--- src/rtl/core/plr_pkg.sv ---
// Shared constants, widths and the arctangent table for the polyline resampler.
// No dependencies; imported by every module of the core.
package plr_pkg;

    localparam int COORD_W      = 32;   // Q23.8 coordinates
    localparam int DIFF_W       = 33;   // vertex difference
    localparam int SP_W         = 16;   // spacing register
    localparam int LEN_W        = 33;   // segment length
    localparam int KAPPA_W      = 32;   // Q15.16 curvature
    localparam int MAX_STEPS    = 30;   // point cap per segment
    localparam int STEP_W       = 5;

    localparam int MUL_W        = 32;
    localparam int MUL_CNT_W    = 5;
    localparam int DIVD_W       = 48;
    localparam int DIVS_W       = 33;
    localparam int DIV_CNT_W    = 6;
    localparam int SQ_IN_W      = 66;
    localparam int SQ_ROOT_W    = 33;
    localparam int SQ_REM_W     = 36;
    localparam int SQ_CNT_W     = 6;

    localparam int HEAD_W       = 21;   // Q.16 heading
    localparam int CORDIC_W     = 40;
    localparam int CORDIC_STEPS = 17;
    localparam int CORDIC_IDX_W = 5;
    localparam int PI_Q16       = 205887;

    localparam int CFG_IDX_W    = 1;
    localparam logic [CFG_IDX_W-1:0] CFG_SPACING = 1'b0;
    localparam logic [CFG_IDX_W-1:0] CFG_REM_EN  = 1'b1;
    localparam logic [SP_W-1:0]      SPACING_RST = 16'd128;

    // rounded atan(2^-i) in Q.16
    function automatic logic [15:0] atan_q16(input logic [CORDIC_IDX_W-1:0] idx);
        logic [15:0] v;
        unique case (idx)
            5'd0:    v = 16'd51472;
            5'd1:    v = 16'd30386;
            5'd2:    v = 16'd16055;
            5'd3:    v = 16'd8150;
            5'd4:    v = 16'd4091;
            5'd5:    v = 16'd2047;
            5'd6:    v = 16'd1024;
            5'd7:    v = 16'd512;
            5'd8:    v = 16'd256;
            5'd9:    v = 16'd128;
            5'd10:   v = 16'd64;
            5'd11:   v = 16'd32;
            5'd12:   v = 16'd16;
            5'd13:   v = 16'd8;
            5'd14:   v = 16'd4;
            5'd15:   v = 16'd2;
            5'd16:   v = 16'd1;
            default: v = 16'd0;
        endcase
        return v;
    endfunction

endpackage

--- src/rtl/core/polyline_resampler_with_curvature_core.sv ---
// Polyline resampler with per-segment curvature. Vertices arrive in travel order
// (Q23.8 metres); once three are known the segment between the older two is cut into
// points at the programmed spacing, at most 30 plus an optional remainder point, each
// tagged with the segment curvature (heading change over segment length, Q15.16 per
// metre). A final vertex flushes the pending segment, the last segment and the end
// point, then restarts the path. One vertex is handled at a time. Each segment costs
// two squarings in the serial multiplier and a root in the root unit, a count division,
// and when it has points two more multiply/divide pairs before its points leave at one
// per cycle while the output is not stalled. The curvature of the older segment adds
// two CORDIC headings and one more division. Plain vertices that close no segment
// only pass through S_DONE back to idle.
// Depends on plr_pkg, plr_mul, plr_div, plr_sqrt and plr_cordic.
module polyline_resampler_with_curvature_core (
    input  logic                                i_clk,
    input  logic                                i_rst_n,
    // vertex input channel
    input  logic                                i_in_valid,
    output logic                                o_in_stall,
    input  logic signed [plr_pkg::COORD_W-1:0]  i_vertex_x,
    input  logic signed [plr_pkg::COORD_W-1:0]  i_vertex_y,
    input  logic                                i_final_vertex,
    // point output channel
    output logic                                o_out_valid,
    input  logic                                i_out_stall,
    output logic signed [plr_pkg::COORD_W-1:0]  o_point_x,
    output logic signed [plr_pkg::COORD_W-1:0]  o_point_y,
    output logic signed [plr_pkg::KAPPA_W-1:0]  o_curvature,
    output logic                                o_capped,
    output logic                                o_run_end,
    // configuration write channel
    input  logic                                i_cfg_valid,
    output logic                                o_cfg_ready,
    input  logic [plr_pkg::CFG_IDX_W-1:0]       i_cfg_index,
    input  logic [plr_pkg::SP_W-1:0]            i_cfg_data
);
    import plr_pkg::*;

    typedef enum logic [3:0] {
        S_IDLE,
        S_SQX,
        S_SQY,
        S_SQRT,
        S_H2,
        S_H1,
        S_KDIV,
        S_NDIV,
        S_KX,
        S_QX,
        S_KY,
        S_QY,
        S_EMIT,
        S_END,
        S_DONE
    } t_state;

    t_state                     r_state;
    logic                       r_go;       // unit launched in this state

    // path state and configuration
    logic [COORD_W-1:0]         r_older_x, r_older_y, r_newer_x, r_newer_y;
    logic [1:0]                 r_seen;
    logic [SP_W-1:0]            r_spacing;
    logic                       r_rem_en;

    // current vertex
    logic [COORD_W-1:0]         r_vx, r_vy;
    logic                       r_final;

    // current segment
    logic                       r_seg_a;    // segment older->newer
    logic [COORD_W-1:0]         r_ax, r_ay;
    logic signed [DIFF_W-1:0]   r_dx, r_dy;
    logic [LEN_W-1:0]           r_len;
    logic [2*MUL_W-1:0]         r_sqx;
    logic signed [HEAD_W-1:0]   r_h2;
    logic signed [HEAD_W:0]     r_dth;
    logic signed [KAPPA_W-1:0]  r_kappa;
    logic                       r_capped;
    logic [STEP_W-1:0]          r_last, r_j;
    logic [MUL_W-1:0]           r_stq_x, r_stq_y, r_qx, r_qy;
    logic [LEN_W-1:0]           r_str_x, r_str_y, r_rx, r_ry;

    // output register
    logic                       r_out_valid;
    logic [COORD_W-1:0]         r_px, r_py;
    logic signed [KAPPA_W-1:0]  r_pk;
    logic                       r_pcap, r_pend;

    // unit hookup
    logic                       mul_start, mul_done;
    logic [MUL_W-1:0]           mul_a, mul_b;
    logic [2*MUL_W-1:0]         mul_prod;
    logic                       div_start, div_done;
    logic [DIVD_W-1:0]          div_dvd, div_quo;
    logic [DIVS_W-1:0]          div_dvs, div_rem;
    logic                       sq_start, sq_done;
    logic [SQ_IN_W-1:0]         sq_in;
    logic [SQ_ROOT_W-1:0]       sq_root;
    logic                       cd_start, cd_done;
    logic signed [DIFF_W-1:0]   cd_x, cd_y;
    logic signed [HEAD_W-1:0]   cd_z;

    // helpers
    logic [SP_W-1:0]            sp_eff;
    logic [DIFF_W-1:0]          abs_dx, abs_dy;
    logic signed [DIFF_W-1:0]   v_dx, v_dy;
    logic [HEAD_W:0]            abs_dth;
    logic                       slot_free;
    logic                       n_capped;
    logic [STEP_W-1:0]          n_cnt;
    logic [LEN_W-1:0]           n_rem;
    logic                       n_extra;
    logic [STEP_W-1:0]          n_last;
    logic [LEN_W:0]             n_sum_x, n_sum_y;
    logic                       n_cy_x, n_cy_y;
    logic [DIFF_W-1:0]          n_off_x, n_off_y;
    logic                       n_seg_over;

    assign sp_eff  = (r_spacing == '0) ? SP_W'(1) : r_spacing;
    assign abs_dx  = r_dx[DIFF_W-1] ? DIFF_W'(-r_dx) : DIFF_W'(r_dx);
    assign abs_dy  = r_dy[DIFF_W-1] ? DIFF_W'(-r_dy) : DIFF_W'(r_dy);
    assign v_dx    = $signed({r_vx[COORD_W-1], r_vx}) - $signed({r_newer_x[COORD_W-1], r_newer_x});
    assign v_dy    = $signed({r_vy[COORD_W-1], r_vy}) - $signed({r_newer_y[COORD_W-1], r_newer_y});
    assign abs_dth = r_dth[HEAD_W] ? (HEAD_W+1)'(-r_dth) : (HEAD_W+1)'(r_dth);
    assign slot_free = !r_out_valid || !i_out_stall;

    // point count, remainder test; capped count leaves len - 30*spacing
    assign n_capped = (div_quo[DIVD_W-1:STEP_W] != '0) ||
                      (div_quo[STEP_W-1:0] > STEP_W'(MAX_STEPS));
    assign n_cnt    = n_capped ? STEP_W'(MAX_STEPS) : div_quo[STEP_W-1:0];
    assign n_rem    = n_capped ? (r_len - LEN_W'(MAX_STEPS) * LEN_W'(sp_eff)) : div_rem;
    assign n_extra  = r_rem_en &&
                      (({3'b000, n_rem} << 2) + {3'b000, n_rem} > (LEN_W+3)'({sp_eff, 1'b0}));
    assign n_last   = n_cnt + STEP_W'(n_extra);

    // running quotient/remainder of j*spacing*|d| / len
    assign n_sum_x = {1'b0, r_rx} + {1'b0, r_str_x};
    assign n_sum_y = {1'b0, r_ry} + {1'b0, r_str_y};
    assign n_cy_x  = n_sum_x >= {1'b0, r_len};
    assign n_cy_y  = n_sum_y >= {1'b0, r_len};
    assign n_off_x = r_dx[DIFF_W-1] ? DIFF_W'(-{1'b0, r_qx}) : DIFF_W'({1'b0, r_qx});
    assign n_off_y = r_dy[DIFF_W-1] ? DIFF_W'(-{1'b0, r_qy}) : DIFF_W'({1'b0, r_qy});
    assign n_seg_over = (r_j == r_last - 1'b1);

    // unit launches: one start pulse on the first cycle of each unit state
    assign mul_start = !r_go && (r_state == S_SQX || r_state == S_SQY ||
                                 r_state == S_KX  || r_state == S_KY);
    assign div_start = !r_go && (r_state == S_KDIV || r_state == S_NDIV ||
                                 r_state == S_QX   || r_state == S_QY);
    assign sq_start  = !r_go && (r_state == S_SQRT);
    assign cd_start  = !r_go && (r_state == S_H2 || r_state == S_H1);

    always_comb begin
        mul_a = abs_dx[MUL_W-1:0];
        mul_b = abs_dx[MUL_W-1:0];
        unique case (r_state)
            S_SQY:   begin mul_a = abs_dy[MUL_W-1:0]; mul_b = abs_dy[MUL_W-1:0]; end
            S_KX:    mul_a = MUL_W'(sp_eff);
            S_KY:    begin mul_a = MUL_W'(sp_eff); mul_b = abs_dy[MUL_W-1:0]; end
            default: ;
        endcase
    end

    always_comb begin
        div_dvd = DIVD_W'(r_len);
        div_dvs = DIVS_W'(sp_eff);
        unique case (r_state)
            S_KDIV:  begin div_dvd = DIVD_W'({abs_dth, 8'h00}); div_dvs = r_len; end
            S_QX,
            S_QY:    begin div_dvd = mul_prod[DIVD_W-1:0]; div_dvs = r_len; end
            default: ;
        endcase
    end

    assign sq_in = SQ_IN_W'(r_sqx) + SQ_IN_W'(mul_prod);
    assign cd_x  = (r_state == S_H2) ? v_dx : r_dx;
    assign cd_y  = (r_state == S_H2) ? v_dy : r_dy;

    plr_mul u_mul (
        .i_clk   (i_clk),
        .i_rst_n (i_rst_n),
        .i_start (mul_start),
        .i_a     (mul_a),
        .i_b     (mul_b),
        .o_done  (mul_done),
        .o_prod  (mul_prod)
    );

    plr_div u_div (
        .i_clk      (i_clk),
        .i_rst_n    (i_rst_n),
        .i_start    (div_start),
        .i_dividend (div_dvd),
        .i_divisor  (div_dvs),
        .o_done     (div_done),
        .o_quo      (div_quo),
        .o_rem      (div_rem)
    );

    plr_sqrt u_sqrt (
        .i_clk      (i_clk),
        .i_rst_n    (i_rst_n),
        .i_start    (sq_start),
        .i_radicand (sq_in),
        .o_done     (sq_done),
        .o_root     (sq_root)
    );

    plr_cordic u_cordic (
        .i_clk   (i_clk),
        .i_rst_n (i_rst_n),
        .i_start (cd_start),
        .i_x     (cd_x),
        .i_y     (cd_y),
        .o_done  (cd_done),
        .o_z     (cd_z)
    );

    // sequencer, path state and output register
    always_ff @(posedge i_clk) begin
        if (!i_rst_n) begin
            r_state     <= S_IDLE;
            r_go        <= 1'b0;
            r_older_x   <= '0;
            r_older_y   <= '0;
            r_newer_x   <= '0;
            r_newer_y   <= '0;
            r_seen      <= '0;
            r_spacing   <= SPACING_RST;
            r_rem_en    <= 1'b1;
            r_out_valid <= 1'b0;
            r_j         <= '0;
            r_last      <= '0;
        end else begin
            if (mul_start || div_start || sq_start || cd_start)
                r_go <= 1'b1;
            if (r_out_valid && !i_out_stall)
                r_out_valid <= 1'b0;

            if (i_cfg_valid) begin
                unique case (i_cfg_index)
                    CFG_SPACING: r_spacing <= i_cfg_data;
                    CFG_REM_EN:  r_rem_en  <= i_cfg_data[0];
                    default:     ;
                endcase
            end

            unique case (r_state)
                S_IDLE: begin
                    if (i_in_valid) begin
                        r_vx    <= i_vertex_x;
                        r_vy    <= i_vertex_y;
                        r_final <= i_final_vertex;
                        r_kappa <= '0;
                        if (r_seen == 2'd2) begin
                            r_seg_a <= 1'b1;
                            r_ax    <= r_older_x;
                            r_ay    <= r_older_y;
                            r_dx    <= $signed({r_newer_x[COORD_W-1], r_newer_x}) -
                                       $signed({r_older_x[COORD_W-1], r_older_x});
                            r_dy    <= $signed({r_newer_y[COORD_W-1], r_newer_y}) -
                                       $signed({r_older_y[COORD_W-1], r_older_y});
                            r_state <= S_SQX;
                        end else if (i_final_vertex && r_seen == 2'd1) begin
                            r_seg_a <= 1'b0;
                            r_ax    <= r_newer_x;
                            r_ay    <= r_newer_y;
                            r_dx    <= $signed({i_vertex_x[COORD_W-1], i_vertex_x}) -
                                       $signed({r_newer_x[COORD_W-1], r_newer_x});
                            r_dy    <= $signed({i_vertex_y[COORD_W-1], i_vertex_y}) -
                                       $signed({r_newer_y[COORD_W-1], r_newer_y});
                            r_state <= S_SQX;
                        end else if (i_final_vertex) begin
                            r_state <= S_END;
                        end else begin
                            r_state <= S_DONE;
                        end
                    end
                end
                S_SQX: begin
                    if (mul_done) begin
                        r_sqx   <= mul_prod;
                        r_go    <= 1'b0;
                        r_state <= S_SQY;
                    end
                end
                S_SQY: begin
                    if (mul_done) begin
                        r_go    <= 1'b0;
                        r_state <= S_SQRT;
                    end
                end
                S_SQRT: begin
                    if (sq_done) begin
                        r_len <= sq_root;
                        r_go  <= 1'b0;
                        // zero-length first segment keeps curvature zero
                        if (r_seg_a && sq_root != '0)
                            r_state <= S_H2;
                        else
                            r_state <= S_NDIV;
                    end
                end
                S_H2: begin
                    if (cd_done) begin
                        r_h2    <= cd_z;
                        r_go    <= 1'b0;
                        r_state <= S_H1;
                    end
                end
                S_H1: begin
                    if (cd_done) begin
                        r_dth   <= (HEAD_W+1)'(r_h2) - (HEAD_W+1)'(cd_z);
                        r_go    <= 1'b0;
                        r_state <= S_KDIV;
                    end
                end
                S_KDIV: begin
                    if (div_done) begin
                        r_kappa <= r_dth[HEAD_W] ? KAPPA_W'(-div_quo[KAPPA_W-1:0])
                                                 : KAPPA_W'(div_quo[KAPPA_W-1:0]);
                        r_go    <= 1'b0;
                        r_state <= S_NDIV;
                    end
                end
                S_NDIV: begin
                    if (div_done) begin
                        r_go     <= 1'b0;
                        r_capped <= n_capped;
                        r_last   <= n_last;
                        if (n_last == '0) begin
                            if (r_seg_a && r_final) begin
                                r_seg_a <= 1'b0;
                                r_ax    <= r_newer_x;
                                r_ay    <= r_newer_y;
                                r_dx    <= v_dx;
                                r_dy    <= v_dy;
                                r_state <= S_SQX;
                            end else if (r_seg_a) begin
                                r_state <= S_DONE;
                            end else begin
                                r_state <= S_END;
                            end
                        end else begin
                            r_state <= S_KX;
                        end
                    end
                end
                S_KX: begin
                    if (mul_done) begin
                        r_go    <= 1'b0;
                        r_state <= S_QX;
                    end
                end
                S_QX: begin
                    if (div_done) begin
                        r_stq_x <= div_quo[MUL_W-1:0];
                        r_str_x <= div_rem;
                        r_go    <= 1'b0;
                        r_state <= S_KY;
                    end
                end
                S_KY: begin
                    if (mul_done) begin
                        r_go    <= 1'b0;
                        r_state <= S_QY;
                    end
                end
                S_QY: begin
                    if (div_done) begin
                        r_stq_y <= div_quo[MUL_W-1:0];
                        r_str_y <= div_rem;
                        r_go    <= 1'b0;
                        r_j     <= '0;
                        r_qx    <= '0;
                        r_qy    <= '0;
                        r_rx    <= '0;
                        r_ry    <= '0;
                        r_state <= S_EMIT;
                    end
                end
                S_EMIT: begin
                    if (slot_free) begin
                        r_out_valid <= 1'b1;
                        r_px        <= COORD_W'(DIFF_W'({r_ax[COORD_W-1], r_ax}) + n_off_x);
                        r_py        <= COORD_W'(DIFF_W'({r_ay[COORD_W-1], r_ay}) + n_off_y);
                        r_pk        <= r_kappa;
                        r_pcap      <= r_capped;
                        r_pend      <= r_seg_a && !r_final && n_seg_over;
                        r_j         <= r_j + 1'b1;
                        r_qx        <= r_qx + r_stq_x + MUL_W'(n_cy_x);
                        r_qy        <= r_qy + r_stq_y + MUL_W'(n_cy_y);
                        r_rx        <= n_cy_x ? LEN_W'(n_sum_x - {1'b0, r_len}) : LEN_W'(n_sum_x);
                        r_ry        <= n_cy_y ? LEN_W'(n_sum_y - {1'b0, r_len}) : LEN_W'(n_sum_y);
                        if (n_seg_over) begin
                            if (r_seg_a && r_final) begin
                                r_seg_a <= 1'b0;
                                r_ax    <= r_newer_x;
                                r_ay    <= r_newer_y;
                                r_dx    <= v_dx;
                                r_dy    <= v_dy;
                                r_state <= S_SQX;
                            end else if (r_seg_a) begin
                                r_state <= S_DONE;
                            end else begin
                                r_state <= S_END;
                            end
                        end
                    end
                end
                S_END: begin
                    // end point closes the path
                    if (slot_free) begin
                        r_out_valid <= 1'b1;
                        r_px        <= r_vx;
                        r_py        <= r_vy;
                        r_pk        <= r_kappa;
                        r_pcap      <= 1'b0;
                        r_pend      <= 1'b1;
                        r_state     <= S_DONE;
                    end
                end
                S_DONE: begin
                    r_older_x <= r_newer_x;
                    r_older_y <= r_newer_y;
                    r_newer_x <= r_vx;
                    r_newer_y <= r_vy;
                    if (r_final)
                        r_seen <= '0;
                    else if (r_seen != 2'd2)
                        r_seen <= r_seen + 1'b1;
                    r_state <= S_IDLE;
                end
                default: r_state <= S_IDLE;
            endcase
        end
    end

    assign o_in_stall  = (r_state != S_IDLE);
    assign o_cfg_ready = 1'b1;
    assign o_out_valid = r_out_valid;
    assign o_point_x   = r_px;
    assign o_point_y   = r_py;
    assign o_curvature = r_pk;
    assign o_capped    = r_pcap;
    assign o_run_end   = r_pend;

`ifndef ASSERT_OFF
    // an accepted vertex always moves the core out of idle in the next cycle
    a_accept_leaves_idle: assert property (@(posedge i_clk) disable iff (!i_rst_n)
        (i_in_valid && !o_in_stall) |=> (r_state != S_IDLE))
        else $error("vertex transfer did not start processing");

    // point counter stays inside the segment's point count
    a_emit_bound: assert property (@(posedge i_clk) disable iff (!i_rst_n)
        (r_state == S_EMIT) |-> (r_j < r_last && r_last <= STEP_W'(MAX_STEPS + 1)))
        else $error("point index past segment end");

    // vertex count saturates at two
    a_seen_range: assert property (@(posedge i_clk) disable iff (!i_rst_n)
        r_seen != 2'd3)
        else $error("vertex count out of range");
`endif

endmodule

--- src/rtl/core/plr_mul.sv ---
// Bit-serial unsigned shift-add multiplier, one multiplier bit per cycle.
// Depends on plr_pkg.
module plr_mul (
    input  logic                           i_clk,
    input  logic                           i_rst_n,
    input  logic                           i_start,
    input  logic [plr_pkg::MUL_W-1:0]      i_a,
    input  logic [plr_pkg::MUL_W-1:0]      i_b,
    output logic                           o_done,
    output logic [2*plr_pkg::MUL_W-1:0]    o_prod
);
    import plr_pkg::*;

    logic [MUL_W-1:0]     r_a;
    logic [MUL_W-1:0]     r_b;
    logic [2*MUL_W-1:0]   r_acc;
    logic [MUL_CNT_W-1:0] r_cnt;
    logic                 r_busy;
    logic                 r_done;
    logic [MUL_W:0]       n_sum;

    assign n_sum = {1'b0, r_acc[2*MUL_W-1:MUL_W]} + (r_b[0] ? {1'b0, r_a} : '0);

    always_ff @(posedge i_clk) begin
        r_done <= 1'b0;
        if (!i_rst_n) begin
            r_busy <= 1'b0;
            r_cnt  <= '0;
        end else if (i_start) begin
            r_a    <= i_a;
            r_b    <= i_b;
            r_acc  <= '0;
            r_cnt  <= MUL_CNT_W'(MUL_W - 1);
            r_busy <= 1'b1;
        end else if (r_busy) begin
            r_acc <= {n_sum, r_acc[MUL_W-1:1]};
            r_b   <= r_b >> 1;
            r_cnt <= r_cnt - 1'b1;
            if (r_cnt == '0) begin
                r_busy <= 1'b0;
                r_done <= 1'b1;
            end
        end
    end

    assign o_done = r_done;
    assign o_prod = r_acc;

endmodule

--- src/rtl/core/plr_div.sv ---
// Restoring unsigned divider, one quotient bit per cycle.
// Depends on plr_pkg.
module plr_div (
    input  logic                          i_clk,
    input  logic                          i_rst_n,
    input  logic                          i_start,
    input  logic [plr_pkg::DIVD_W-1:0]    i_dividend,
    input  logic [plr_pkg::DIVS_W-1:0]    i_divisor,
    output logic                          o_done,
    output logic [plr_pkg::DIVD_W-1:0]    o_quo,
    output logic [plr_pkg::DIVS_W-1:0]    o_rem
);
    import plr_pkg::*;

    logic [DIVD_W-1:0]    r_q;
    logic [DIVS_W-1:0]    r_rem;
    logic [DIVS_W-1:0]    r_div;
    logic [DIV_CNT_W-1:0] r_cnt;
    logic                 r_busy;
    logic                 r_done;
    logic [DIVS_W:0]      n_trial;
    logic                 n_fit;

    assign n_trial = {r_rem, r_q[DIVD_W-1]};
    assign n_fit   = n_trial >= {1'b0, r_div};

    always_ff @(posedge i_clk) begin
        r_done <= 1'b0;
        if (!i_rst_n) begin
            r_busy <= 1'b0;
            r_cnt  <= '0;
        end else if (i_start) begin
            r_q    <= i_dividend;
            r_rem  <= '0;
            r_div  <= i_divisor;
            r_cnt  <= DIV_CNT_W'(DIVD_W - 1);
            r_busy <= 1'b1;
        end else if (r_busy) begin
            r_rem <= n_fit ? DIVS_W'(n_trial - {1'b0, r_div}) : n_trial[DIVS_W-1:0];
            r_q   <= {r_q[DIVD_W-2:0], n_fit};
            r_cnt <= r_cnt - 1'b1;
            if (r_cnt == '0) begin
                r_busy <= 1'b0;
                r_done <= 1'b1;
            end
        end
    end

    assign o_done = r_done;
    assign o_quo  = r_q;
    assign o_rem  = r_rem;

endmodule

--- src/rtl/core/plr_sqrt.sv ---
// Digit-by-digit integer square root, one root bit (two radicand bits) per cycle.
// Depends on plr_pkg.
module plr_sqrt (
    input  logic                             i_clk,
    input  logic                             i_rst_n,
    input  logic                             i_start,
    input  logic [plr_pkg::SQ_IN_W-1:0]      i_radicand,
    output logic                             o_done,
    output logic [plr_pkg::SQ_ROOT_W-1:0]    o_root
);
    import plr_pkg::*;

    logic [SQ_IN_W-1:0]   r_in;
    logic [SQ_REM_W-1:0]  r_rem;
    logic [SQ_ROOT_W-1:0] r_root;
    logic [SQ_CNT_W-1:0]  r_cnt;
    logic                 r_busy;
    logic                 r_done;
    logic [SQ_REM_W-1:0]  n_trial;
    logic [SQ_REM_W-1:0]  n_cand;
    logic                 n_fit;

    assign n_trial = {r_rem[SQ_REM_W-3:0], r_in[SQ_IN_W-1 -: 2]};
    assign n_cand  = SQ_REM_W'({r_root, 2'b01});
    assign n_fit   = n_trial >= n_cand;

    always_ff @(posedge i_clk) begin
        r_done <= 1'b0;
        if (!i_rst_n) begin
            r_busy <= 1'b0;
            r_cnt  <= '0;
        end else if (i_start) begin
            r_in   <= i_radicand;
            r_rem  <= '0;
            r_root <= '0;
            r_cnt  <= SQ_CNT_W'(SQ_ROOT_W - 1);
            r_busy <= 1'b1;
        end else if (r_busy) begin
            r_in   <= {r_in[SQ_IN_W-3:0], 2'b00};
            r_rem  <= n_fit ? (n_trial - n_cand) : n_trial;
            r_root <= {r_root[SQ_ROOT_W-2:0], n_fit};
            r_cnt  <= r_cnt - 1'b1;
            if (r_cnt == '0) begin
                r_busy <= 1'b0;
                r_done <= 1'b1;
            end
        end
    end

    assign o_done = r_done;
    assign o_root = r_root;

endmodule

--- src/rtl/core/plr_cordic.sv ---
// Vectoring CORDIC heading unit: pre-scaling by doubling, then one rotation per cycle.
// Depends on plr_pkg (widths, pi, arctangent table).
module plr_cordic (
    input  logic                                i_clk,
    input  logic                                i_rst_n,
    input  logic                                i_start,
    input  logic signed [plr_pkg::DIFF_W-1:0]   i_x,
    input  logic signed [plr_pkg::DIFF_W-1:0]   i_y,
    output logic                                o_done,
    output logic signed [plr_pkg::HEAD_W-1:0]   o_z
);
    import plr_pkg::*;

    typedef enum logic [1:0] {
        C_IDLE,
        C_NORM,
        C_ITER
    } t_cstate;

    localparam logic signed [CORDIC_W-1:0] NORM_LIM = CORDIC_W'(64'sh8000_0000);

    t_cstate                     r_state;
    logic signed [CORDIC_W-1:0]  r_x;
    logic signed [CORDIC_W-1:0]  r_y;
    logic signed [HEAD_W-1:0]    r_z;
    logic [CORDIC_IDX_W-1:0]     r_i;
    logic                        r_done;

    logic signed [CORDIC_W-1:0]  n_xs;
    logic signed [CORDIC_W-1:0]  n_ys;
    logic signed [CORDIC_W-1:0]  n_ax;
    logic signed [CORDIC_W-1:0]  n_ay;
    logic signed [CORDIC_W-1:0]  n_sx;
    logic signed [CORDIC_W-1:0]  n_sy;
    logic signed [HEAD_W-1:0]    n_at;

    assign n_xs = CORDIC_W'(i_x);
    assign n_ys = CORDIC_W'(i_y);
    assign n_ax = r_x[CORDIC_W-1] ? -r_x : r_x;
    assign n_ay = r_y[CORDIC_W-1] ? -r_y : r_y;
    assign n_sx = r_x >>> r_i;
    assign n_sy = r_y >>> r_i;
    assign n_at = $signed(HEAD_W'(atan_q16(r_i)));

    always_ff @(posedge i_clk) begin
        r_done <= 1'b0;
        if (!i_rst_n) begin
            r_state <= C_IDLE;
            r_i     <= '0;
        end else begin
            unique case (r_state)
                C_IDLE: begin
                    if (i_start) begin
                        r_i <= '0;
                        if (i_x == '0 && i_y == '0) begin
                            r_z    <= '0;
                            r_done <= 1'b1;
                        end else begin
                            if (i_x < 0) begin
                                r_x <= -n_xs;
                                r_y <= -n_ys;
                                r_z <= (i_y >= 0) ? HEAD_W'(PI_Q16) : HEAD_W'(-PI_Q16);
                            end else begin
                                r_x <= n_xs;
                                r_y <= n_ys;
                                r_z <= '0;
                            end
                            r_state <= C_NORM;
                        end
                    end
                end
                C_NORM: begin
                    if (n_ax < NORM_LIM && n_ay < NORM_LIM) begin
                        r_x <= r_x <<< 1;
                        r_y <= r_y <<< 1;
                    end else begin
                        r_state <= C_ITER;
                    end
                end
                C_ITER: begin
                    // y already zero: the rotation is frozen
                    if (r_y > 0) begin
                        r_x <= r_x + n_sy;
                        r_y <= r_y - n_sx;
                        r_z <= r_z + n_at;
                    end else if (r_y < 0) begin
                        r_x <= r_x - n_sy;
                        r_y <= r_y + n_sx;
                        r_z <= r_z - n_at;
                    end
                    r_i <= r_i + 1'b1;
                    if (r_i == CORDIC_IDX_W'(CORDIC_STEPS - 1)) begin
                        r_state <= C_IDLE;
                        r_done  <= 1'b1;
                    end
                end
                default: r_state <= C_IDLE;
            endcase
        end
    end

    assign o_done = r_done;
    assign o_z    = r_z;

endmodule

--- config.mk ---
export PLATFORM = sky130hd
export DESIGN_NAME = polyline_resampler_with_curvature_core
export DESIGN_NICKNAME = d
export VERILOG_FILES = /design/src/rtl/core/plr_pkg.sv /design/src/rtl/core/polyline_resampler_with_curvature_core.sv /design/src/rtl/core/plr_mul.sv /design/src/rtl/core/plr_div.sv /design/src/rtl/core/plr_sqrt.sv /design/src/rtl/core/plr_cordic.sv
export SDC_FILE = /design/constraint.sdc
export NUM_CORES = 2
export LEC_CHECK = 0
export BUFFER_PORTS_ARGS = -buffer_cell sky130_fd_sc_hd__buf_2
export CELL_PAD_IN_SITES_DETAIL_PLACEMENT = 0
export CELL_PAD_IN_SITES_GLOBAL_PLACEMENT = 1
export CORE_MARGIN = 1
export CORE_UTILIZATION = 51
export CTS_CLUSTER_DIAMETER = 100
export CTS_CLUSTER_SIZE = 8
export DETAILED_ROUTE_END_ITERATION = 10
export GPL_TIMING_DRIVEN = 1
export HOLD_SLACK_MARGIN = 0.05
export PLACE_DENSITY = 0.82
export RECOVER_POWER = 50
export SYNTH_ARGS = -nofsm -noshare
export SYNTH_HDL_FRONTEND = slang
export SYNTH_SLANG_ARGS = --single-unit
export TNS_END_PERCENT = 1
--- constraint.sdc ---
create_clock -name i_clk -period 23.4 [get_ports i_clk]
set_input_delay 3.51 -clock i_clk [delete_from_list [all_inputs] [get_ports i_clk]]
set_output_delay 3.51 -clock i_clk [all_outputs]
set_load 0.02 [all_outputs]
==> impl_metrics.toml <==
[detailed_routing]
postRouteAntennaNets = 0
first_pass_iters = 6
drt-vias-per-instance = 6.21
vias = 90300
drcViolationCount = 0
initialDrtViolationCount = 7825
wl_per_cell_microns = 25.1
wl_microns = 365000

[worst_setup_path]
crit_buf_inv = 5
cp_slowest_stage_delay_ps = 850
endpoint_kind = "register"
cpLargestDelayFamily = "compound AO/OA/AOI/OAI gates"
crit_fanout = 68
cp.arrival_ps = 16730
path_class = "register to register"
critPathLaunchType = "register"
cp_slowest_cell = "nor4_1"
required_ps = 23890
path_depth = 57
crit_top_cell = "o21ai_0"
rr_worst_depth = 57

[clock_network]
cts_tree = "yes"
cts_resized = 0
cts.path.max_buffers = 3
cts.sinks = 1413
path_clk_slew_ps = 60
cts.hold.buffers_added = 0
cts.htree.levels = 4
root_buffer = "clkbuf_16"
numCtsBuffers = 196
worst_skew_pair.late_latency_ps = 910
postCtsSetupRepairBufs = 0

[run]
max_cap_violations = 31

[die]
dieArea_sq_um = 212000
die_w_microns = 460
coreArea_sq_um = 208000
die_h_microns = 460
initial_core_util_pct = 51.5
rows = 167
io_pins = 188

[power_and_ir_drop]
p_seq_share_pct = 30.6
clockPowerShare_pct = 23.0
p_leak_nw = 44.5
sw_frac_of_total_pct = 41.5
vdd_drop_max_mv = 0.0910
p_int_mw = 7.03
pwr-share-comb_pct = 46.4
power-per-cell-area_nw_per_um2 = 103
p_sw_mw = 4.99

[synthesis]
synth_top_family_by_area = "compound AO/OA/AOI/OAI gates"
avgSynthCellArea_sq_um = 9.27
synth_fp_nets = 12600
synth.ff_latch_count = 1413
synth_cell_types = 111
async_flop_share_pct = 0
synthSimpleGateAreaFrac_pct = 15.7
synth-edff-count = 1203
syn_inst = 11600
synth-xor-area-share_pct = 7.90
synth_compound_area_share_pct = 19.3
synth_warnings = 0
synth_area_sq_um = 107000
synth_flop_cell = "edfxtp_1"
synth-adder-area-share_pct = 11.0
post_synth_mux_area_share_pct = 4.64
seq_area_frac_synth_pct = 37.7

[grt]
grtUsageTotal_pct = 33.8
grt_pass1_vias = 87100
antenna_found_initial = 26
gr-total-overflow = 0
grt_pass1_wl_microns = 539000
grt_max_degree = 108

[timing]
hold_viol = 0
maxClockFrequency_mhz = 61.6
hold_slack_ps = 410
slew_headroom_pct = -192
final.setup.tns_ps = 0
skew_ps = 78.7
setup_violations = 0
fin_crit_sh_pct = 69.4
maxSlewViolCount = 1467
tightest_slew_ps = 4380
fin_crit_ps = 16240
rsz0062_at_grt = "false"

[run_status]
violations = "max-capacitance violations, max-slew violations"
status = "finished, violations left"

[worst_hold_path]
hold_depth = 0
hp-class = "register to register"

[final_layout]
final_nets = 12600
multi_input_area_sq_um = 62900
areaGrowthSynthToFinish_pct = 8.79
register_area_sq_um = 40300
fill_cells = 18700
drive_gt1_share_pct = 6.36

[placement]
gp_congestion = 0.962
io_buffers = 186
dpl.hpwl_microns = 283000
-- flip-flops by register name, indices dropped and copies added (netlist names), 34 cells and up --
| register | cells |
|---|---|
| u_mul.o_prod | 64 |
| u_cordic.r_x | 40 |
| u_sqrt.r_rem | 34 |
| u_cordic.r_y | 40 |
| r_sqx | 64 |
| u_sqrt.r_in | 66 |
| u_div.o_quo | 48 |
-- synth_stat cells, types with 52 or more instances --
| cell | count | area (sq um) |
|---|---|---|
| a21boi_0 | 212 | 1590 |
| inv_1 | 609 | 2290 |
| fa_1 | 52 | 1040 |
| a31oi_1 | 102 | 638 |
| o21ai_0 | 814 | 4070 |
| nor2_1 | 975 | 3660 |
| nor4_1 | 80 | 500 |
| a21oi_1 | 784 | 3920 |
| o21a_1 | 125 | 938 |
| a211oi_1 | 102 | 766 |
| and3_1 | 79 | 494 |
| dfxtp_1 | 210 | 4200 |
| ha_1 | 860 | 10800 |
| a221oi_1 | 68 | 596 |
| nand3_1 | 216 | 1080 |
| a21o_1 | 301 | 2260 |
| nor3_1 | 234 | 1170 |
| mux4_2 | 106 | 2390 |
| mux2i_1 | 189 | 1890 |
| edfxtp_1 | 1203 | 36100 |
| o211ai_1 | 63 | 473 |
| nand2_1 | 1285 | 4820 |
| clkbuf_1 | 365 | 1370 |
| xor2_1 | 406 | 3560 |
| nand4_1 | 87 | 544 |
| o31ai_1 | 126 | 946 |
| or3_1 | 101 | 632 |
| mux2_2 | 60 | 676 |
| xnor2_1 | 560 | 4900 |
| o21bai_1 | 92 | 691 |
| nand2b_1 | 157 | 982 |
| nor2b_1 | 112 | 701 |
| and2_1 | 123 | 769 |
-- power by group through the flow --
stage	sequential (mW)	clock [mW]	combinational, mW
after floorplan	3.55	0	4.05
after global placement	3.69	0	5.41
after detailed placement	3.71	0	5.48
after CTS	3.66	2.79	5.52
after global routing	3.70	2.89	6.11
final	3.68	2.76	5.58
-- per-stage QoR --
stage | cells | cell area [sq um] | setup slack (ps) | utilization, % | power [mW]
2_1_floorplan | 11600 | 107000 | 5710 | - | 7.60
5_1_grt | 14500 | 116000 | 5920 | 56.0 | 12.7
3_3_place_gp | 14200 | 111000 | 7310 | 53.4 | 9.11
3_5_place_dp | 14200 | 111000 | 7310 | 53.4 | 9.19
4_1_cts | 14500 | 117000 | 7310 | 56.2 | 12.0
6_report | 14600 | 116000 | 7160 | 56.0 | 12.0
-- cell type report --
class | count | area share (%)
Tap cell | 2788 | 2.99
Antenna cell | 17 | 0.0365
Clock buffer | 307 | 4.57
Clock inverter | 18 | 0.396
Multi-Input combinational cell | 9091 | 54.0
Timing Repair Buffer | 307 | 1.40
Sequential cell | 1413 | 34.6
Inverter | 614 | 1.98
-- cell usage in the layout, fill, tap and decap left out, types with 110 or more instances in the layout --
cell,count
ha_1,857
xor2_1,406
o31ai_1,126
mux2i_1,189
clkbuf_16,196
nand2b_1,157
o21ai_0,815
xnor2_1,560
nor2b_1,110
nand3_1,215
a21boi_0,212
clkbuf_1,209
inv_1,608
nor2_1,967
nor3_1,233
dfxtp_1,205
edfxtp_1,1203
a21oi_1,783
nand2_1,1282
buf_2,120
o21a_1,125
a21o_1,301
-- logic make-up after synthesis --
| logic type | Yosys count |
|---|---|
| buf+inv | 1050 |
| xor+xnor | 966 |
| mux | 356 |
| other cells | 1 |
| compound gates | 3221 |
| simple gates | 3635 |
| flops | 1413 |
| fa+ha+maj | 912 |
-- metal layers --
metal | wire [microns] | global-route usage (%)
met3 | 23700 | 4.91
met5 | 188 | 0
met1 | 142000 | 40.6
met4 | 24600 | 19.7
met2 | 174000 | 57.4
-- path summary, 6_finish.rpt --
path           startpoint             end  slack [ps]
max          r_spacing[6]         r_ay[6]        7160
min            r_kappa[0]  o_curvature[0]         410
max reg2reg  r_spacing[6]         r_ay[6]        7160
min reg2reg    r_kappa[0]  o_curvature[0]         410
Note: power is estimated with default switching activity, not from simulation.
